File: config.mk
export PLATFORM = sky130hd
export DESIGN_NAME = epoch_seconds_to_date_unit_flat
export DESIGN_NICKNAME = d
export VERILOG_FILES = /design/src/hw/rtl/e2d_pkg.sv /design/src/hw/rtl/e2d_if.sv /design/src/hw/rtl/e2d_cell.sv /design/src/hw/rtl/e2d_cal.sv /design/src/hw/rtl/epoch_seconds_to_date_unit.sv /design/src/flat_wrapper.sv
export SDC_FILE = /design/constraint.sdc
export NUM_CORES = 1
export LEC_CHECK = 0
export BUFFER_PORTS_ARGS = -buffer_cell sky130_fd_sc_hd__buf_2
export CAP_MARGIN = 15
export CORE_MARGIN = 5
export CORE_UTILIZATION = 38
export CTS_CLUSTER_DIAMETER = 100
export DETAILED_ROUTE_END_ITERATION = 12
export PLACE_DENSITY = 0.59
export RECOVER_POWER = 50
export SLEW_MARGIN = 20
export SYNTH_ARGS = -nofsm -noshare
export SYNTH_HDL_FRONTEND = slang
export SYNTH_SLANG_ARGS = --single-unit
export TNS_END_PERCENT = 10
File: constraint.sdc
create_clock -name i_clk -period 11.4 [get_ports i_clk]
set_input_delay 1.71 -clock i_clk [delete_from_list [all_inputs] [get_ports i_clk]]
set_output_delay 1.71 -clock i_clk [all_outputs]
set_load 0.005 [all_outputs]
File: src/hw/rtl/e2d_pkg.sv
// Shared types, constants and calendar helpers for the epoch-to-date converter.
`timescale 1ns / 1ps

package e2d_pkg;

    localparam int SEC_BITS   = 31;
    localparam int YEAR_BITS  = 11;
    localparam int MONTH_BITS = 4;
    localparam int DAY_BITS   = 5;
    localparam int HOUR_BITS  = 5;
    localparam int MIN_BITS   = 6;
    localparam int OFF_BITS   = 4;
    // Whole days since the epoch fit in 15 bits for any 31-bit input plus offset.
    localparam int DAYS_BITS  = 15;

    localparam int SEC_RADIX  = 60;
    localparam int MIN_RADIX  = 60;
    localparam int HOUR_RADIX = 24;
    localparam int DAYS_RADIX = 1 << DAYS_BITS;

    localparam logic [YEAR_BITS-1:0]  BASE_YEAR     = 11'd1970;
    localparam logic [8:0]            DAYS_PER_YEAR = 9'd365;
    localparam logic [MONTH_BITS-1:0] LAST_MONTH    = 4'd11;
    localparam logic [MONTH_BITS-1:0] FEBRUARY      = 4'd1;

    typedef logic [YEAR_BITS-1:0]  t_year;
    typedef logic [MONTH_BITS-1:0] t_month;
    typedef logic [DAY_BITS-1:0]   t_day;
    typedef logic [HOUR_BITS-1:0]  t_hour;
    typedef logic [MIN_BITS-1:0]   t_minute;
    typedef logic [SEC_BITS-1:0]   t_secs;
    typedef logic [DAYS_BITS-1:0]  t_days;

    // Control shared by every cell of the digit chain.
    typedef struct packed {
        logic clr;
        logic en;
        logic dbl;
    } t_cell_ctl;

    typedef struct packed {
        t_year  year;
        t_month month;
        t_day   day;
    } t_cal_res;

    // Length of a month, January as zero.
    function automatic logic [4:0] month_len(input t_month m, input logic leap);
        logic [4:0] len;
        case (m) inside
            4'd3, 4'd5, 4'd8, 4'd10: len = 5'd30;
            FEBRUARY:                len = 5'd28 + {4'd0, leap};
            default:                 len = 5'd31;
        endcase
        return len;
    endfunction

endpackage

File: src/hw/rtl/e2d_if.sv
// Valid/ready channel interfaces for timestamps in and calendar dates out.
`timescale 1ns / 1ps

interface e2d_in_if import e2d_pkg::*; ();
    logic  valid;
    logic  ready;
    t_secs epoch_seconds;

    modport source (output valid, output epoch_seconds, input ready);
    modport sink   (input valid, input epoch_seconds, output ready);
endinterface

interface e2d_out_if import e2d_pkg::*; ();
    logic    valid;
    logic    ready;
    t_year   year;
    t_month  month;
    t_day    day;
    t_hour   hour;
    t_minute minute;

    modport source (output valid, output year, output month, output day,
                    output hour, output minute, input ready);
    modport sink   (input valid, input year, input month, input day,
                    input hour, input minute, output ready);
endinterface

File: src/hw/rtl/e2d_cell.sv
// One mixed-radix digit of the time chain: double-and-carry or add-and-carry.
`timescale 1ns / 1ps

module e2d_cell import e2d_pkg::*; #(
    parameter int RADIX = 60,
    localparam int W    = $clog2(RADIX)
) (
    input  logic         i_clk,
    input  t_cell_ctl    i_ctl,
    input  logic [W-1:0] i_addend,
    input  logic         i_carry,
    output logic         o_carry,
    output logic [W-1:0] o_digit
);

    logic [W-1:0] r_digit;
    logic [W-1:0] n_digit;
    logic [W:0]   other;
    logic [W:0]   sum;

    // Digit stays below RADIX, so one subtract normalises 2*d+1 or d+offset.
    always_comb begin
        other   = i_ctl.dbl ? {1'b0, r_digit} : {1'b0, i_addend};
        sum     = {1'b0, r_digit} + other + {{W{1'b0}}, i_carry};
        o_carry = (sum >= (W+1)'(RADIX));
        n_digit = o_carry ? W'(sum - (W+1)'(RADIX)) : W'(sum);
    end

    always_ff @(posedge i_clk) begin
        if (i_ctl.clr) begin
            r_digit <= '0;
        end else if (i_ctl.en) begin
            r_digit <= n_digit;
        end
    end

    assign o_digit = r_digit;

endmodule

File: src/hw/rtl/e2d_cal.sv
// Calendar walker: consumes whole days year by year, then month by month.
`timescale 1ns / 1ps

module e2d_cal import e2d_pkg::*; (
    input  logic     i_clk,
    input  logic     i_rst_n,
    input  logic     i_start,
    input  t_days    i_days,
    input  logic     i_ack,
    output logic     o_done,
    output t_cal_res o_res
);

    localparam logic [1:0] C_IDLE  = 2'd0;
    localparam logic [1:0] C_YEAR  = 2'd1;
    localparam logic [1:0] C_MONTH = 2'd2;
    localparam logic [1:0] C_DONE  = 2'd3;

    logic [1:0] r_phase;
    t_days      r_days;
    t_year      r_year;
    t_month     r_month;
    logic       leap;
    t_days      year_len;
    t_days      mon_len;

    // Years stay below 2100, so every fourth year is a leap year here.
    always_comb begin
        leap     = (r_year[1:0] == 2'b00);
        year_len = DAYS_BITS'(DAYS_PER_YEAR) + {{(DAYS_BITS-1){1'b0}}, leap};
        mon_len  = DAYS_BITS'(month_len(r_month, leap && (r_month == FEBRUARY)));
    end

    always_ff @(posedge i_clk) begin
        if (!i_rst_n) begin
            r_phase <= C_IDLE;
        end else begin
            unique case (r_phase)
                C_IDLE: begin
                    if (i_start) begin
                        r_phase <= C_YEAR;
                    end
                end
                C_YEAR: begin
                    if (r_days < year_len) begin
                        r_phase <= C_MONTH;
                    end
                end
                C_MONTH: begin
                    if (r_month == LAST_MONTH || r_days < mon_len) begin
                        r_phase <= C_DONE;
                    end
                end
                C_DONE: begin
                    if (i_ack) begin
                        r_phase <= C_IDLE;
                    end
                end
                default: r_phase <= C_IDLE;
            endcase
        end
    end

    always_ff @(posedge i_clk) begin
        if (r_phase == C_IDLE && i_start) begin
            r_days  <= i_days;
            r_year  <= BASE_YEAR;
            r_month <= '0;
        end else if (r_phase == C_YEAR && r_days >= year_len) begin
            r_days <= r_days - year_len;
            r_year <= r_year + 1'b1;
        end else if (r_phase == C_MONTH && r_month != LAST_MONTH && r_days >= mon_len) begin
            r_days  <= r_days - mon_len;
            r_month <= r_month + 1'b1;
        end
    end

    assign o_done      = (r_phase == C_DONE);
    assign o_res.year  = r_year;
    assign o_res.month = r_month + 1'b1;
    assign o_res.day   = DAY_BITS'(r_days) + 1'b1;

endmodule

File: src/hw/rtl/epoch_seconds_to_date_unit.sv
// Top level: Unix seconds to year, month, day, hour and minute, with hour offset.
`timescale 1ns / 1ps

// Converts a 31-bit count of seconds since 1970-01-01 00:00 into a Gregorian date
// and time of day, after adding utc_offset_hours (register 0, byte address 0,
// reset value 1; only the low 4 bits are kept). Seconds are dropped. One
// timestamp is handled at a time: the input is shifted MSB first through a row
// of four digit cells (seconds, minutes, hours, days), the offset is then added
// to the hours cell, and the calendar walker steps year by year from 1970 and
// then month by month. The finished result waits in an output register, and
// the next timestamp is accepted meanwhile.
module epoch_seconds_to_date_unit import e2d_pkg::*; (
    input  logic        i_clk,
    input  logic        i_rst_n,
    e2d_in_if.sink      i_in,
    e2d_out_if.source   o_out,
    input  logic        psel,
    input  logic        penable,
    input  logic        pwrite,
    input  logic [2:0]  paddr,
    input  logic [31:0] pwdata,
    output logic [31:0] prdata,
    output logic        pready
);

    localparam logic [2:0] S_IDLE   = 3'd0;
    localparam logic [2:0] S_CONV   = 3'd1;
    localparam logic [2:0] S_OFFS   = 3'd2;
    localparam logic [2:0] S_LAUNCH = 3'd3;
    localparam logic [2:0] S_CAL    = 3'd4;

    localparam logic REG_UTC_OFFSET = 1'b0;
    localparam int   CNT_BITS       = $clog2(SEC_BITS);

    logic [2:0]          r_state;
    logic [CNT_BITS-1:0] r_cnt;
    t_secs               r_secs;
    logic [OFF_BITS-1:0] r_utc_offset;
    logic                r_out_valid;
    t_year               r_year;
    t_month              r_month;
    t_day                r_day;
    t_hour               r_hour;
    t_minute             r_minute;

    t_cell_ctl cell_ctl;
    logic      in_fire;
    logic      cfg_wr;
    logic      sec_carry;
    logic      min_carry;
    logic      hour_carry;
    t_minute   min_digit;
    t_hour     hour_digit;
    t_hour     hour_addend;
    t_days     days_digit;
    logic      cal_done;
    logic      cal_ack;
    t_cal_res  cal_res;

    assign in_fire    = i_in.valid && i_in.ready;
    assign i_in.ready = (r_state == S_IDLE);

    // Configuration port
    assign pready = 1'b1;
    assign cfg_wr = psel && penable && pwrite && pready && (paddr[2] == REG_UTC_OFFSET);
    assign prdata = (paddr[2] == REG_UTC_OFFSET) ? {{(32-OFF_BITS){1'b0}}, r_utc_offset}
                                                 : 32'd0;

    always_ff @(posedge i_clk) begin
        if (!i_rst_n) begin
            r_utc_offset <= OFF_BITS'(1);
        end else if (cfg_wr) begin
            r_utc_offset <= pwdata[OFF_BITS-1:0];
        end
    end

    // Digit chain control: clear on accept, double during the shift, add offset once.
    always_comb begin
        cell_ctl.clr = in_fire;
        cell_ctl.en  = (r_state == S_CONV) || (r_state == S_OFFS);
        cell_ctl.dbl = (r_state == S_CONV);
        hour_addend  = (r_state == S_OFFS) ? HOUR_BITS'(r_utc_offset) : '0;
    end

    e2d_cell #(.RADIX(SEC_RADIX)) u_sec_cell (
        .i_clk    (i_clk),
        .i_ctl    (cell_ctl),
        .i_addend ('0),
        .i_carry  (cell_ctl.dbl && r_secs[SEC_BITS-1]),
        .o_carry  (sec_carry),
        .o_digit  ()
    );

    e2d_cell #(.RADIX(MIN_RADIX)) u_min_cell (
        .i_clk    (i_clk),
        .i_ctl    (cell_ctl),
        .i_addend ('0),
        .i_carry  (sec_carry),
        .o_carry  (min_carry),
        .o_digit  (min_digit)
    );

    e2d_cell #(.RADIX(HOUR_RADIX)) u_hour_cell (
        .i_clk    (i_clk),
        .i_ctl    (cell_ctl),
        .i_addend (hour_addend),
        .i_carry  (min_carry),
        .o_carry  (hour_carry),
        .o_digit  (hour_digit)
    );

    e2d_cell #(.RADIX(DAYS_RADIX)) u_day_cell (
        .i_clk    (i_clk),
        .i_ctl    (cell_ctl),
        .i_addend ('0),
        .i_carry  (hour_carry),
        .o_carry  (),
        .o_digit  (days_digit)
    );

    e2d_cal u_cal (
        .i_clk   (i_clk),
        .i_rst_n (i_rst_n),
        .i_start (r_state == S_LAUNCH),
        .i_days  (days_digit),
        .i_ack   (cal_ack),
        .o_done  (cal_done),
        .o_res   (cal_res)
    );

    // Hand the result over only when the output register is free or draining.
    assign cal_ack = (r_state == S_CAL) && cal_done && (!r_out_valid || o_out.ready);

    always_ff @(posedge i_clk) begin
        if (!i_rst_n) begin
            r_state <= S_IDLE;
        end else begin
            unique case (r_state)
                S_IDLE: begin
                    if (in_fire) begin
                        r_state <= S_CONV;
                    end
                end
                S_CONV: begin
                    if (r_cnt == CNT_BITS'(SEC_BITS - 1)) begin
                        r_state <= S_OFFS;
                    end
                end
                S_OFFS:   r_state <= S_LAUNCH;
                S_LAUNCH: r_state <= S_CAL;
                S_CAL: begin
                    if (cal_ack) begin
                        r_state <= S_IDLE;
                    end
                end
                default: r_state <= S_IDLE;
            endcase
        end
    end

    // Shift the timestamp out MSB first
    always_ff @(posedge i_clk) begin
        if (in_fire) begin
            r_secs <= i_in.epoch_seconds;
            r_cnt  <= '0;
        end else if (r_state == S_CONV) begin
            r_secs <= {r_secs[SEC_BITS-2:0], 1'b0};
            r_cnt  <= r_cnt + 1'b1;
        end
    end

    always_ff @(posedge i_clk) begin
        if (!i_rst_n) begin
            r_out_valid <= 1'b0;
        end else if (cal_ack) begin
            r_out_valid <= 1'b1;
        end else if (o_out.ready) begin
            r_out_valid <= 1'b0;
        end
    end

    always_ff @(posedge i_clk) begin
        if (cal_ack) begin
            r_year   <= cal_res.year;
            r_month  <= cal_res.month;
            r_day    <= cal_res.day;
            r_hour   <= hour_digit;
            r_minute <= min_digit;
        end
    end

    assign o_out.valid  = r_out_valid;
    assign o_out.year   = r_year;
    assign o_out.month  = r_month;
    assign o_out.day    = r_day;
    assign o_out.hour   = r_hour;
    assign o_out.minute = r_minute;

endmodule
File: src/flat_wrapper.sv
// flat-port wrapper written by rule: the top's interface ports become plain ports
module epoch_seconds_to_date_unit_flat import e2d_pkg::*;
  (i_clk, i_rst_n, psel, penable, pwrite, paddr, pwdata, prdata, pready, i_in_valid, i_in_epoch_seconds, i_in_ready, o_out_valid, o_out_year, o_out_month, o_out_day, o_out_hour, o_out_minute, o_out_ready);
  e2d_in_if i_in_i ();
  e2d_out_if o_out_i ();
  input  logic i_clk;
  input  logic i_rst_n;
  input  logic psel;
  input  logic penable;
  input  logic pwrite;
  input  logic [2:0] paddr;
  input  logic [31:0] pwdata;
  output logic [31:0] prdata;
  output logic pready;
  input wire logic [$bits(i_in_i.valid)-1:0] i_in_valid;
  input wire logic [$bits(i_in_i.epoch_seconds)-1:0] i_in_epoch_seconds;
  output wire logic [$bits(i_in_i.ready)-1:0] i_in_ready;
  output wire logic [$bits(o_out_i.valid)-1:0] o_out_valid;
  output wire logic [$bits(o_out_i.year)-1:0] o_out_year;
  output wire logic [$bits(o_out_i.month)-1:0] o_out_month;
  output wire logic [$bits(o_out_i.day)-1:0] o_out_day;
  output wire logic [$bits(o_out_i.hour)-1:0] o_out_hour;
  output wire logic [$bits(o_out_i.minute)-1:0] o_out_minute;
  input wire logic [$bits(o_out_i.ready)-1:0] o_out_ready;
  assign i_in_i.valid = i_in_valid;
  assign i_in_i.epoch_seconds = i_in_epoch_seconds;
  assign i_in_ready = i_in_i.ready;
  assign o_out_valid = o_out_i.valid;
  assign o_out_year = o_out_i.year;
  assign o_out_month = o_out_i.month;
  assign o_out_day = o_out_i.day;
  assign o_out_hour = o_out_i.hour;
  assign o_out_minute = o_out_i.minute;
  assign o_out_i.ready = o_out_ready;
  epoch_seconds_to_date_unit u_core (.i_clk(i_clk), .i_rst_n(i_rst_n), .i_in(i_in_i), .o_out(o_out_i), .psel(psel), .penable(penable), .pwrite(pwrite), .paddr(paddr), .pwdata(pwdata), .prdata(prdata), .pready(pready));
endmodule
### Yosys cells after proc, flatten, opt, wreduce, memory -nomap -nowiden

Cells that the tools add are included.

* bits in registers: 139
* bits of input ports: 73
* output and inout port bits: 66
* logic and storage cells: 124

* $add $sub $neg: 20
* $lt $le $gt $ge: 8
* equality and inequality tests: 22
* muxes and demuxes: 28
* bitwise operators: 2
* reductions and logical operators: 26

Operator list (number)
* $mux 15: 5
* $mux 31: 2
* $mux 6: 4
* $mux 5: 4
* $add 15x16->16: 1
* $add 16x1->16: 1
* $ge 16x16->1 const B: 1
* $ge 15x10->1: 1
* $ge 15x5->1: 1
* $lt 15x10->1: 1
* $lt 15x5->1: 1
* $pmux 3 s5: 1
* $sub 15x1->15 const B: 1
* $sub 15x10->15: 1
* $sub 15x5->15: 1
* $add 6x7->7: 2
* $add 7x1->7: 2
* $ge 7x6->1 const B: 2
* $eq 4x4->1 const B: 3
* $logic_and 1x1->1: 12
* $ne 2x2->1 const B: 6
* $sub 6x6->6 const B: 2
* $add 11x1->11 const B: 1
* $add 5x1->5 const B: 2
* 34 further kinds: 48

### Depth between registers and ports, before layout

Gate-level depths: netlist of the first run.

* word-level depth: 12
* gate-level depth with buffers: 43

### Modules after synthesis

From an unflattened synthesis of the first run, not the netlist that was laid out.

* cell total of the unflattened synthesis: 942
* area, all modules: 9419.0 sq um

Modules (own cells, without submodules)
* epoch_seconds_to_date_unit: times used 1, cells an instance 204, area an instance 3183.1 sq um
* e2d_cal: times used 1, cells an instance 306, area an instance 2572.5 sq um
* e2d_cell at u_core.u_day_cell: times used 1, cells an instance 195, area an instance 1606.5 sq um
* e2d_cell at u_core.u_min_cell ...: times used 2, cells an instance 81, area an instance 715.7 sq um
* e2d_cell at u_core.u_hour_cell: times used 1, cells an instance 75, area an instance 625.6 sq um

### Worst setup path before layout of the first run

Ideal clock, no wire load.

* path type: reg2reg
* start point: register u_core.r_state[1]
* end point: register u_core.u_day_cell.r_digit[14], in the netlist u_core.u_day_cell.o_digit[14]
* library setup time: 0.074 ns
* data arrival time: 7.522 ns
* data required time: 11.326 ns
* setup slack: 3.804 ns
* cell stages (with the launch flop): 43
* period minus slack after synthesis: 7.596 ns
* path through: dfxtp_1 buf_2 or3b_2 buf_2 clkbuf_1 clkbuf_1 and2_1 ha_1 nand2_1 o22a_1 ha_1 nor3b_1 a21oi_1 o21ai_0 nand3_1 inv_1 ha_1 a21o_1 [... 7 more ...] o31ai_4 inv_1 fa_1 inv_1 fa_1 nor2b_1 o21ai_0 nand3_1 nand2_1 o21ai_0 ha_1 a21o_1 ha_1 inv_1 o31a_1 or4_4 or3_1 a31oi_1

* longest elaborated chain between the ends: 12
* elaborated cells between the ends (all ways): 25

Ends and longest elaborated chain
* start, declared: RTL line epoch_seconds_to_date_unit.sv:35 `logic [2:0] r_state;`
* start signal, assigned: RTL line epoch_seconds_to_date_unit.sv:136 `r_state <= S_IDLE;`
* start signal, assigned: RTL line epoch_seconds_to_date_unit.sv:141 `r_state <= S_CONV;`
* start signal, assigned: RTL line epoch_seconds_to_date_unit.sv:146 `r_state <= S_OFFS;`
* $eq 3x1->1: RTL line epoch_seconds_to_date_unit.sv:80, epoch_seconds_to_date_unit.sv:81
* $mux 6: RTL line e2d_cell.sv:23 `other = i_ctl.dbl ? {1'b0, r_digit} : {1'b0, i_addend};`
* $add 6x7->7: RTL line e2d_cell.sv:24 `sum = {1'b0, r_digit} + other + {{W{1'b0}}, i_carry};`
* $add 7x1->7: RTL line e2d_cell.sv:24
* $ge 7x6->1: RTL line e2d_cell.sv:25 `o_carry = (sum >= (W+1)'(RADIX));`
* $add 7x1->7: RTL line e2d_cell.sv:24
* $ge 7x6->1: RTL line e2d_cell.sv:25
* $add 6x1->6: RTL line e2d_cell.sv:24
* $ge 6x5->1: RTL line e2d_cell.sv:25
* $add 16x1->16: RTL line e2d_cell.sv:24
* $sub 15x1->15 / $ge 16x16->1 (equally long branches): RTL line e2d_cell.sv:26, e2d_cell.sv:25
* $mux 15: RTL line e2d_cell.sv:26 `n_digit = o_carry ? W'(sum - (W+1)'(RADIX)) : W'(sum);`
* end signal, assigned: RTL line e2d_cell.sv:33 `r_digit <= n_digit;`
* end, declared: RTL line e2d_cell.sv:16 `logic [W-1:0] r_digit;`

Several ways; a longest one is shown, not always the timed one.
A chain may end at the register's enable or synchronous reset.

### Worst setup path in the final report of the first run

* start point: register u_core.r_state[2]
* end point: register u_core.u_day_cell.r_digit[14], in the netlist u_core.u_day_cell.o_digit[14]

The elaborated chain is that of the path after synthesis.

==> results of run 1 <==
## Yosys cell counts, drive strengths merged (14+ instances only)
master,instances
a21o,16
a21oi,53
buf,39
clkbuf,38
dfxtp,62
edfxtp,77
ha,28
inv,26
nand2,168
nand3,27
nor2,61
nor3,21
o21ai,28
xnor2,14
xor2,17
## power breakdown
part / switching (mW) / total [mW] / leakage (nW) / internal (mW)
Sequential: 0.0731 / 0.699 / 1.23 / 0.626
Combinational: 0.247 / 0.422 / 2.11 / 0.175
Clock: 0.225 / 0.575 / 0.290 / 0.350
## through the flow
stage / hold slack (ns) / util (%) / power (mW) / worst slack (ns)
2_1_floorplan: 0.406 / - / 1.04 / 3.80
3_3_place_gp: 0.446 / 41.1 / 1.12 / 3.59
3_5_place_dp: 0.447 / 41.1 / 1.13 / 3.51
4_1_cts: 0.463 / 44.1 / 1.71 / 3.44
5_1_grt: 0.471 / 44.0 / 1.80 / 2.65
6_report: 0.460 / 44.0 / 1.70 / 3.41
## cell usage in the layout (no fill, tap or decap), drive strengths merged, types with 4 or more instances in the layout
cell	netlist	final
nand2	168	168
buf	39	79
edfxtp	77	77
dfxtp	62	62
nor2	61	61
a21oi	53	53
inv	26	32
conb	2	29
o21ai	28	28
ha	28	28
nand3	27	27
clkbuf	38	27
nor3	21	21
xor2	17	17
a21o	16	16
xnor2	14	14
a211oi	13	13
nand4	13	13
nor2b	12	12
and2	12	12
mux2i	11	11
a31oi	11	11
o211ai	11	11
nand2b	8	8
or3	8	8
and3	8	8
nor3b	6	6
o2111ai	5	5
nor4	5	5
o221ai	4	4
fa	4	4
o31ai	4	4
## metal layers
metal | vias to the layer above | wire [um]
met5 | - | 0
met4 | 0 | 219
met3 | 22 | 743
met2 | 135 | 7660
met1 | 2859 | 7910
li1 | 3111 | -
## worst paths after layout
| kind | start | end | slack, ns | cells past startpoint |
|---|---|---|---|---|
| setup / recovery | u_core.r_state[2]$_SDFFE_PN0P_ | u_core.u_day_cell.o_digit[14]$_SDFFE_PP0N_ | 3.41 | 37 |
| setup reg to reg | u_core.r_state[2]$_SDFFE_PN0P_ | u_core.u_day_cell.o_digit[14]$_SDFFE_PP0N_ | 3.41 | 37 |
| hold reg to reg | u_core.u_cal.r_year[9]$_SDFFE_PP1P_ | u_core.o_out.year[9]$_DFFE_PP_ | 0.46 | 0 |
| hold / removal | u_core.u_cal.r_year[9]$_SDFFE_PP1P_ | u_core.o_out.year[9]$_DFFE_PP_ | 0.46 | 0 |
## worst register-to-register path, delay by kind of cell, from the launching register on
kind	cells	cell delay (ns)
buf+inv	4	0.34
fa+ha+maj	9	2.25
flops	1	0.43
compound gates	12	1.96
simple gates	12	2.92
## final cells by class
type                    count  area, um^2
inverters                  27         101
fillers                  1994       11300
flip-flops and latches    139        3550
clock buffers              18         429
repair buffers             88         444
clock inverters            14         185
multi-input cells         646        3850
well taps                 270         338
## logic make-up after synthesis
family                   count (synthesis)
AND/OR/NAND/NOR                        366
multiplexers                            13
other                                    2
adder cells (fa/ha/maj)                 32
AO/OA/AOI/OAI                          175
buffers and inverters                  104
flip-flops                             139
XOR/XNOR                                31
## flip-flops by register name, indices dropped and copies added (netlist names)
| name | count |
|---|---|
| u_core.o_out.month | 4 |
| u_core.u_day_cell.o_digit | 15 |
| u_core.o_out.day | 5 |
| u_core.u_cal.r_phase | 2 |
| u_core.u_cal.r_year | 11 |
| u_core.u_cal.r_month | 4 |
| u_core.o_out.year | 11 |
| u_core.r_cnt | 5 |
| u_core.o_out.minute | 6 |
| u_core.r_utc_offset | 4 |
| u_core.u_hour_cell.o_digit | 5 |
| u_core.u_cal.r_days | 15 |
| u_core.r_secs | 31 |
| u_core.r_state | 3 |
| u_core.u_min_cell.o_digit | 6 |
| u_core.u_sec_cell.o_digit | 6 |
| u_core.o_out.hour | 5 |
| u_core.o_out.valid | 1 |
==> results.md, run 1 <==
* Total power per unit cell area at 190 mW/mm^2
* Required time worst endpoint at 11.72 ns
* Status: complete, but fails checks
* Initial antenna violation count at 0
* Yosys cell types at 71
* Final Non-Filler Cells at 1,202
* CTS tree: yes
* Resized cells post-CTS at 0
* Post-DP Area at 0.00831 mm^2
* GR Overflow Total at 0
* Hold Crit Class: register to register
* Core Box Area at 0.0202 mm^2
* Met3 GRT Util at 3.39%
* Cell family with most CP delay: simple AND/OR/NAND/NOR gates
* Top cells by area, synth: edfxtp_1 30%, dfxtp_1 16%, nand2_1 8.0%
* Max IR drop VDD at 0.106 mV
* Synth Area in Compound Gates at 14.9%
* Die Y at 153 um
* Largest family of logic cells by synthesized area: simple AND/OR/NAND/NOR gates
* Via density at 5.10
* Share of cells above drive strength 1 at 13.9%
* Share of the synthesized area in the top cell type at 29.6%
* First-pass GRT wire length at 27,700 um
* Root Driver: clkbuf_16
* Met1 usage at 18.5%
* Clock skew at 0.00760 ns
* Vias in the first global route at 5,674
* Cell mode on critical path: ha_1
* Area leader, netlist: edfxtp_1
* Max FO, Critical Path at 12
* Starting Density at 38.6%
* #FFs+latches synth at 139
* GP Congestion at 0.802
* Post-synthesis xor/xnor area fraction at 3.47%
* Startpoint Class: register
* WP data arrival at 8.31 ns
* Worst path max stage delay at 0.52 ns
* Clock Latency Late Sink at 0.42 ns
* Placed Cells at 1,170
* Mapped cell area at 0.00781 mm^2
* Asr flop ratio synth at 0%
* Synth Area in Simple Gates at 22.1%
* Clock Path Buffers at 2
* Register area share after synthesis at 45.5%
* Standard-cell rows at 52
* Vias after detailed routing at 6,127
* # DRC at 0
* DRT Pass-1 Iters at 5
* Maximum Capacitance Violations at 3
* Final setup vio count at 0
* Post-synthesis mux area share at 1.70%
* Area Overhead vs Synth at 13.9%
* Relative slew slack at -23.8%
* Total Wirelength at 16,500 um
* CP bufs+invs at 4
* Total Neg Setup Slack at 0 ns
* Post-Synth Adder-Cell Area at 5.51%
* Syn_area_per_cell at 9.06 um^2
* Reg clk slew, reported paths at 0.06 ns
* Crit path kind: register to register
* Met2 Use GR at 23.0%
* Largest net degree at the start of global routing at 47
* Yosys warning count at 0
* I/O pin count at 139
* Post-route cell area at 0.00890 mm^2
* Routed Antenna Nets at 0
* IO buf count at 79
* Post-synth EDFFs at 77
* Chip Width at 153 um
* RSZ-0062 raised after global routing: no
* Cells after synthesis at 862
* # hold bufs at CTS at 0
* Global routing's busiest layer: met2
* Fmax at 125 MHz
* Final Net Count at 1,024
* Final HPWL DP at 11,100 um
* Period Utilization, post-route at 70.1%
* H-Tree Depth at 4
* Drt wl/cell at 13.8 um
* Prevailing post-synth register cell: edfxtp_1
* Minimum clock period at 7.99 ns
* Iter 0 DRT Violations at 405
* Die Area at 0.0235 mm^2
* Worst setup EP type: register
* Pins over their slew limit at 108
* Leakage Power at 3.64 nW
* Critical path's slowest cell: or3b_2
* # clock sinks at 139
* Inserted Clock Buffers at 17
* Hold Vio Cnt, Final at 0
* ANT cells at 0
* Failing checks: max-capacitance violations, max-slew violations
* Gr usage total at 14.1%
* Slew @ Worst Pin at 1.86 ns
* Post CTS Setup Buffer Count at 0
Note: power is estimated with default switching activity, not from simulation.
==> run 2: changes to the inputs <==
--- a/config.mk
+++ b/config.mk
@@ -5,13 +5,14 @@
 export SDC_FILE = /design/constraint.sdc
 export NUM_CORES = 1
 export LEC_CHECK = 0
+export ABC_AREA = 1
 export BUFFER_PORTS_ARGS = -buffer_cell sky130_fd_sc_hd__buf_2
 export CAP_MARGIN = 15
 export CORE_MARGIN = 5
 export CORE_UTILIZATION = 38
 export CTS_CLUSTER_DIAMETER = 100
 export DETAILED_ROUTE_END_ITERATION = 12
-export PLACE_DENSITY = 0.59
+export PLACE_DENSITY = 0.61
 export RECOVER_POWER = 50
 export SLEW_MARGIN = 20
 export SYNTH_ARGS = -nofsm -noshare
==> constraint.sdc (replaced) <==
create_clock -name i_clk -period 7 [get_ports i_clk]
set_input_delay 1.05 -clock i_clk [delete_from_list [all_inputs] [get_ports i_clk]]
set_output_delay 1.05 -clock i_clk [all_outputs]
set_load 0.005 [all_outputs]
==> run 2 against run 1 <==
  * The flow still finishes with violations (max-capacitance violations, max-slew violations)
  * Synthesized area rose by 2.3%
  * Routed wire length fell by 0.56%
  * Utilization fell by 0.53 points
  * Fmax rose by 29%
  * Clock skew rose by 0.0016 ns
  * Count of clock-buffer cells in the layout fell by 1
  * Via count rose by 2.3%
  * First-iteration DRC count fell by 22%
==> results.md, run 2 <==
* Total power per unit cell area at 346 mW/mm^2 (+82%)
* Area Overhead vs Synth at 13.6%
* Drt wl/cell at 12.3 um (-10%)
* DRT Pass-1 Iters at 5 (unchanged)
* Startpoint Class: register
* Inserted Clock Buffers at 17 (unchanged)
* Mapped cell area at 0.00799 mm^2 (+2.3%)
* Clock Latency Late Sink at 0.42 ns (about the same)
* Synth Area in Simple Gates at 23.3% (+1.2 points)
* Switching Share at 35.0% (+2.8 points)
* H-Tree Depth at 4 (unchanged)
* Top cells by area, synth: edfxtp_1 29%, dfxtp_1 16%, nand2_1 12%
* Hold Crit Depth at 0 (unchanged)
* RR Startpoint: u_core.r_state[2]$_SDFFE_PN0P_
* Max FO, Critical Path at 7 (-5)
* Final HPWL DP at 11,400 um (+2.2%)
* Slew @ Worst Pin at 2.83 ns (+0.973 ns)
* Comb power frac at 30.6% (+5.7 points)
* Reg clk slew, reported paths at 0.06 ns (about the same)
* Clk pwr share at 30.2% (-3.7 points)
* Post-synthesis xor/xnor area fraction at 3.40% (-0.077 points)
* Standard-cell rows at 53 (+1.9%)
* Post-synth EDFFs at 77 (unchanged)
* Pint at 2.05 mW (+78%)
* Resized cells post-CTS at 0 (unchanged)
* Die Area at 0.0240 mm^2 (+2.1%)
* # DRC at 0 (unchanged)
* Reg-to-reg slack, setup at 0.80 ns (-2.61 ns)
* Fmax at 161 MHz (+29%)
* Sequential fraction of design power at 39.3% (-1.9 points)
* WP data arrival at 6.49 ns (-1.82 ns)
* ANT cells at 0 (unchanged)
* Hold Vio Cnt, Final at 0 (unchanged)
* Routed Antenna Nets at 0 (unchanged)
* Post-route worst setup slack at 0.805 ns (-2.61 ns)
* Final setup vio count at 0 (unchanged)
* R2R cell count at 44 (+19%)
* Total Wirelength at 16,400 um (-0.56%)
* Initial antenna violation count at 0 (unchanged)
* Leakage Power at 4.04 nW (+11%)
* Starting Density at 38.3% (-0.37 points)
* #FFs+latches synth at 139 (unchanged)
* Yosys cell types at 54 (-24%)
* Final hold slack at 0.448 ns (-0.0115 ns)
* # hold bufs at CTS at 0 (unchanged)
* Gr usage total at 13.9% (-0.20 points)
* Post CTS Setup Buffer Count at 0 (unchanged)
* Max IR drop VDD at 0.160 mV (+50%)
* Hold Crit Class: register to register
* Clock Path Buffers at 2 (unchanged)
* CTS tree: yes
* Most frequent cell after synthesis: nand2_1
* Status: complete, but fails checks
* Minimum clock period at 6.20 ns (-1.79 ns)
* Prevailing post-synth register cell: edfxtp_1
* Asr flop ratio synth at 0% (unchanged)
* GP Congestion at 0.854 (+6.5%)
* Worst path max stage delay at 0.40 ns (-0.12 ns)
* Hold path startpoint: u_core.u_cal.r_year[9]$_SDFFE_PP1P_
* Die Y at 155 um (+1.0%)
* Cell mode on critical path: nand2_1
* Largest net degree at the start of global routing at 56 (+19%)
* Vias in the first global route at 5,816 (+2.5%)
* Pins over their slew limit at 135 (+25%)
* Iter 0 DRT Violations at 316 (-22%)
* Root Driver: clkbuf_16
* Cells after synthesis at 977 (+13%)
* Maximum Capacitance Violations at 3 (unchanged)
* Period Utilization, post-route at 88.5% (+18 points)
* # clock sinks at 139 (unchanged)
* Yosys warning count at 0 (unchanged)
* Sw Pwr at 1.10 mW (+100%)
* Max FFs per register at 31 (unchanged)
* Most frequent cells in the layout: 255 x nand2_1, 110 x inv_1, 77 x edfxtp_1
* Worst reg2reg path endpoint: u_core.u_day_cell.o_digit[14]$_SDFFE_PP0N_
* I/O pin count at 139 (unchanged)
* Required time worst endpoint at 7.30 ns (-4.42 ns)
* Post-synthesis mux area share at 0% (-1.7 points)
* Register area share after synthesis at 44.5% (-1.0 points)
* IO buf count at 79 (unchanged)
* Failing checks: max-capacitance violations, max-slew violations
* RSZ-0062 raised after global routing: no
* Clock skew at 0.00919 ns (+0.00159 ns)
* Final Power at 3.15 mW (+86%)
* Post-Synth Adder-Cell Area at 5.39% (-0.12 points)
* Chip Width at 155 um (+1.0%)
* GR Overflow Total at 0 (unchanged)
* Core Box Area at 0.0209 mm^2 (+3.2%)
* Share of cells above drive strength 1 at 14.2% (+0.22 points)
* Final Net Count at 1,151 (+12%)
* Area leader, netlist: edfxtp_1
* Most flops, register: u_core.r_secs
* Most common cell after layout, fill and taps aside: nand2_1
* Via density at 4.70 (-7.8%)
* Syn_area_per_cell at 8.18 um^2 (-9.8%)
* Worst setup EP type: register
* Worst Hold End: u_core.o_out.year[9]$_DFFE_PP_
* Total Neg Setup Slack at 0 ns (unchanged)
* Dpl ws at 0.853 ns (-2.65 ns)
* Commonest cells in the netlist: 254 x nand2_1, 110 x inv_1, 77 x edfxtp_1
* First-pass GRT wire length at 27,600 um (-0.32%)
* Relative slew slack at -89.3% (-66 points)
* Vias after detailed routing at 6,270 (+2.3%)
* Critical path's slowest cell: fa_1
* Crit path kind: register to register
* Share of the synthesized area in the top cell type at 28.9% (-0.65 points)
* Largest family of logic cells by synthesized area: simple AND/OR/NAND/NOR gates
* Synth Area in Compound Gates at 12.6% (-2.3 points)
-- run 2: through the flow --
step	instance area, um^2	instances	utilization [%]
2_1_floorplan	8090	1004	-
3_3_place_gp	8490	1302	40.6
3_5_place_dp	8490	1302	40.6
4_1_cts	9110	1334	43.6
5_1_grt	9080	1334	43.5
6_report	9080	1334	43.5
-- run 2: worst max-delay path by stage --
stage / cells past startpoint / slack, ns / endpoint / start
2_1_floorplan: 46 / 0.89 / u_core.u_day_cell.o_digit[14]$_SDFFE_PP0N_ / u_core.r_state[1]$_SDFFE_PN0P_
3_3_place_gp: 43 / 0.91 / u_core.u_day_cell.o_digit[14]$_SDFFE_PP0N_ / u_core.r_state[0]$_SDFFE_PN0P_
3_5_place_dp: 43 / 0.85 / u_core.u_day_cell.o_digit[14]$_SDFFE_PP0N_ / u_core.r_state[0]$_SDFFE_PN0P_
4_1_cts: 44 / 0.76 / u_core.u_day_cell.o_digit[14]$_SDFFE_PP0N_ / u_core.r_state[2]$_SDFFE_PN0P_
5_1_grt: 48 / 0.11 / u_core.u_day_cell.o_digit[12]$_SDFFE_PP0N_ / u_core.r_state[2]$_SDFFE_PN0P_
6_report: 44 / 0.80 / u_core.u_day_cell.o_digit[14]$_SDFFE_PP0N_ / u_core.r_state[2]$_SDFFE_PN0P_
-- run 2: power groups by stage --
stage	combinational (mW)	sequential [mW]	clock, mW
CTS	0.967	1.23	0.969
floorplan	0.813	1.20	0
global route	1.12	1.26	1.01
detailed placement	0.958	1.25	0
finish	0.961	1.23	0.950
global placement	0.941	1.25	0
-- run 2: area by class of cell --
class | instances | area [um^2]
fillers | 2140 | 11800
multi-input cells | 685 | 3690
flip-flops and latches | 139 | 3550
inverters | 116 | 438
repair buffers | 87 | 430
clock buffers | 17 | 425
well taps | 275 | 344
clock inverters | 15 | 200
-- run 2: critical path: cells and delay by family, from the launching register on --
| family | cells | cell delay, ns |
|---|---|---|
| adders and majority gates | 9 | 1.78 |
| and+or+nand+nor | 18 | 1.76 |
| AOI/OAI and AO/OA | 9 | 1.57 |
| buffers and inverters | 7 | 0.42 |
| DFF | 1 | 0.32 |
| xor gates and xnor gates | 1 | 0.17 |
-- run 2: routing by layer --
metal  track usage (%)  vias up  wire length (um)  share of wire (%)
met5                 0        -                 0                  0
li1                  -     3303                 -                  -
met4              4.50        0               250                1.5
met2              23.0      124              7640                 46
met3              2.45       22               697                4.2
met1              18.4     2821              7850                 48
-- run 2: logic make-up after synthesis --
| family | after synthesis |
|---|---|
| flops | 139 |
| compound gates | 161 |
| simple gates | 432 |
| fa+ha+maj | 32 |
| other cells | 2 |
| buf+inv | 180 |
| xor+xnor | 31 |
==> run 3: changes to the inputs <==
--- a/config.mk
+++ b/config.mk
@@ -6,13 +6,15 @@
 export NUM_CORES = 1
 export LEC_CHECK = 0
 export ABC_AREA = 1
-export BUFFER_PORTS_ARGS = -buffer_cell sky130_fd_sc_hd__buf_2
 export CAP_MARGIN = 15
+export CORE_ASPECT_RATIO = 0.8
 export CORE_MARGIN = 5
 export CORE_UTILIZATION = 38
+export CTS_BUF_LIST = sky130_fd_sc_hd__clkbuf_4 sky130_fd_sc_hd__clkbuf_8
 export CTS_CLUSTER_DIAMETER = 100
 export DETAILED_ROUTE_END_ITERATION = 12
-export PLACE_DENSITY = 0.61
+export DONT_BUFFER_PORTS = 1
+export PLACE_DENSITY = 0.55
 export RECOVER_POWER = 50
 export SLEW_MARGIN = 20
 export SYNTH_ARGS = -nofsm -noshare
==> run 3 against run 2 <==
  * The run still ends with max-capacitance violations, max-slew violations left
  * Clock power down 32%
  * Fmax is 1.4% lower
  * Die area is essentially flat
  * Critical path depth up 2
  * Utilization decreased by 2.6 points
  * Non-clock buffer count decreased by 81
  * Sequential share of layout area up 2.9 points
  * Hold slack got worse by 0.012 ns
  * Routed wire length barely moved
  * Register-to-register slack got worse by 0.09 ns
==> results.md, run 3 (synthesis results as in run 2) <==
* Status: complete, but fails checks
* Failing checks: max-capacitance violations, max-slew violations
* Largest net degree at the start of global routing at 56 (unchanged)
* Worst reg2reg path endpoint: u_core.u_day_cell.o_digit[8]$_SDFFE_PP0N_
* Hold Crit Class: register to register
* Fillers at 2,139 (-0.047%)
* Worst path max stage delay at 0.50 ns (+0.10 ns)
* GR Overflow Total at 0 (unchanged)
* Startpoint Class: register
* Fmax at 159 MHz (-1.4%)
* Total Neg Setup Slack at 0 ns (unchanged)
* R2R cell count at 46 (+4.5%)
* Minimum clock period at 6.28 ns (+0.0883 ns)
* Reg-to-reg slack, setup at 0.72 ns (-0.09 ns)
* Required time worst endpoint at 7.34 ns (+0.04 ns)
* Max IR drop VDD at 0.132 mV (-17%)
* Starting Density at 38.6% (+0.35 points)
* WP data arrival at 6.62 ns (+0.13 ns)
* Clock Latency Late Sink at 0.45 ns (+0.03 ns)
* Total Wirelength at 16,400 um (about the same)
* Root Driver: clkbuf_8
* Finished Core Util at 40.8% (-2.6 points)
* Area Overhead vs Synth at 5.73%
* GP Congestion at 0.905 (+6.0%)
* Hold Vio Cnt, Final at 0 (unchanged)
* Slew @ Worst Pin at 2.82 ns (-0.00752 ns)
* # hold bufs at CTS at 0 (unchanged)
* Most frequent cells in the layout: 255 x nand2_1, 110 x inv_1, 77 x edfxtp_1
* H-Tree Depth at 4 (unchanged)
* Cell mode on critical path: nand2_1
* Pins over their slew limit at 135 (unchanged)
* Core Box Area at 0.0207 mm^2 (-0.90%)
* Worst setup path endpoint: u_core.u_day_cell.o_digit[8]$_SDFFE_PP0N_
* DRT Pass-1 Iters at 5 (unchanged)
* Routed Antenna Nets at 0 (unchanged)
* Comb power frac at 33.5% (+2.9 points)
* Final setup vio count at 0 (unchanged)
* Vias after detailed routing at 5,989 (-4.5%)
* Iter 0 DRT Violations at 380 (+20%)
* Crit path kind: register to register
* Final hold slack at 0.437 ns (-0.0115 ns)
* Clk pwr share at 22.9% (-7.3 points)
* # DRC at 0 (unchanged)
* I/O pin count at 139 (unchanged)
* CTS tree: yes
* # clock sinks at 139 (unchanged)
* Max FFs per register at 31 (unchanged)
* Maximum Capacitance Violations at 3 (unchanged)
* Standard-cell rows at 47 (-11%)
* Sequential fraction of design power at 43.5% (+4.2 points)
* ANT cells at 0 (unchanged)
* Vias in the first global route at 5,597 (-3.8%)
* RSZ-0062 raised after global routing: no
* Via density at 4.80 (+2.2%)
* Gr usage total at 13.8% (-0.042 points)
* Pint at 1.73 mW (-15%)
* Chip Width at 172 um (+11%)
* Switching Share at 38.7% (+3.8 points)
* Inserted Clock Buffers at 17 (unchanged)
* Total power per unit cell area at 335 mW/mm^2 (-3.4%)
* Share of cells above drive strength 1 at 8.49% (-5.7 points)
* Worst setup startpoint: u_core.r_state[0]$_SDFFE_PN0P_
* Leakage Power at 3.65 nW (-9.7%)
* Final Power at 2.83 mW (-10%)
* Period Utilization, post-route at 89.8% (+1.3 points)
* Post-route cell area at 0.00845 mm^2 (-6.9%)
* Clock Path Buffers at 2 (unchanged)
* Hold Crit Depth at 0 (unchanged)
* Clock skew at 0.0106 ns (+0.00144 ns)
* RR Startpoint: u_core.r_state[0]$_SDFFE_PN0P_
* Final HPWL DP at 11,500 um (+1.1%)
* Most flops, register: u_core.r_secs
* Hold path startpoint: u_core.u_cal.r_year[9]$_SDFFE_PP1P_
* IO buf count at 0 (-100%)
* Most common cell after layout, fill and taps aside: nand2_1
* Max FO, Critical Path at 16 (+9)
* Sw Pwr at 1.10 mW (-0.40%)
* Final Net Count at 1,070 (-7.0%)
* Die Area at 0.0240 mm^2 (about the same)
* Critical path's slowest cell: dfxtp_1
* Relative slew slack at -88.8% (+0.50 points)
* Post-DP Area at 0.00807 mm^2 (-4.9%)
* Drt wl/cell at 13.2 um (+6.9%)
* Die Y at 140 um (-9.9%)
* Worst setup EP type: register
* First-pass GRT wire length at 27,300 um (-1.3%)
* Reg clk slew, reported paths at 0.09 ns (+0.03 ns)
* Initial antenna violation count at 0 (unchanged)
[run 3: worst min-delay path by stage]
stage,to
after global routing,u_core.o_out.year[9]$_DFFE_PP_
final,u_core.o_out.year[9]$_DFFE_PP_
after floorplan,u_core.o_out.year[9]$_DFFE_PP_
after detailed placement,u_core.o_out.year[9]$_DFFE_PP_
after CTS,u_core.o_out.year[9]$_DFFE_PP_
after global placement,u_core.o_out.year[9]$_DFFE_PP_
[run 3: cell type report]
type	instances	area [um^2]	area share, %
clock buffers	17	234	2.77
repair buffers	6	37.5	0.444
well taps	269	337	3.98
flip-flops and latches	139	3550	42.1
inverters	116	438	5.18
clock inverters	15	154	1.82
multi-input cells	685	3690	43.7
[run 3: what timing repair did]
item                                    4_1_cts  5_1_grt
endpoints found under the setup margin        0        3
setup buffers                                 0        0
resized for setup                             0        1
[run 3: metrics by stage]
stage,setup WS [ns],instances
5_1_grt,0.00946,1247
3_3_place_gp,0.666,1215
4_1_cts,0.603,1247
2_1_floorplan,0.889,1004
6_report,0.717,1247
3_5_place_dp,0.654,1215
[run 3: critical path, delay by kind of cell (launching register included)]
| kind | cells | cell delay (ns) |
|---|---|---|
| buf+inv | 6 | 0.34 |
| fa+ha+maj | 9 | 1.85 |
| xor+xnor | 1 | 0.11 |
| simple gates | 19 | 1.87 |
| flops | 1 | 0.50 |
| compound gates | 11 | 1.47 |
[run 3: power by group through the flow]
stage	combinational, mW	clock (mW)	sequential (mW)
6_report	0.948	0.648	1.23
5_1_grt	1.10	0.713	1.26
4_1_cts	0.957	0.676	1.23
3_5_place_dp	0.951	0	1.25
3_3_place_gp	0.941	0	1.25
2_1_floorplan	0.813	0	1.20
[run 3: layer usage]
metal / track usage, % / vias to the layer above / part of all wire [%]
met5: 0 / - / 0
met4: 3.64 / 0 / 1.2
met3: 3.80 / 18 / 3.7
met2: 20.2 / 107 / 43
met1: 20.1 / 2720 / 52
li1: - / 3144 / -
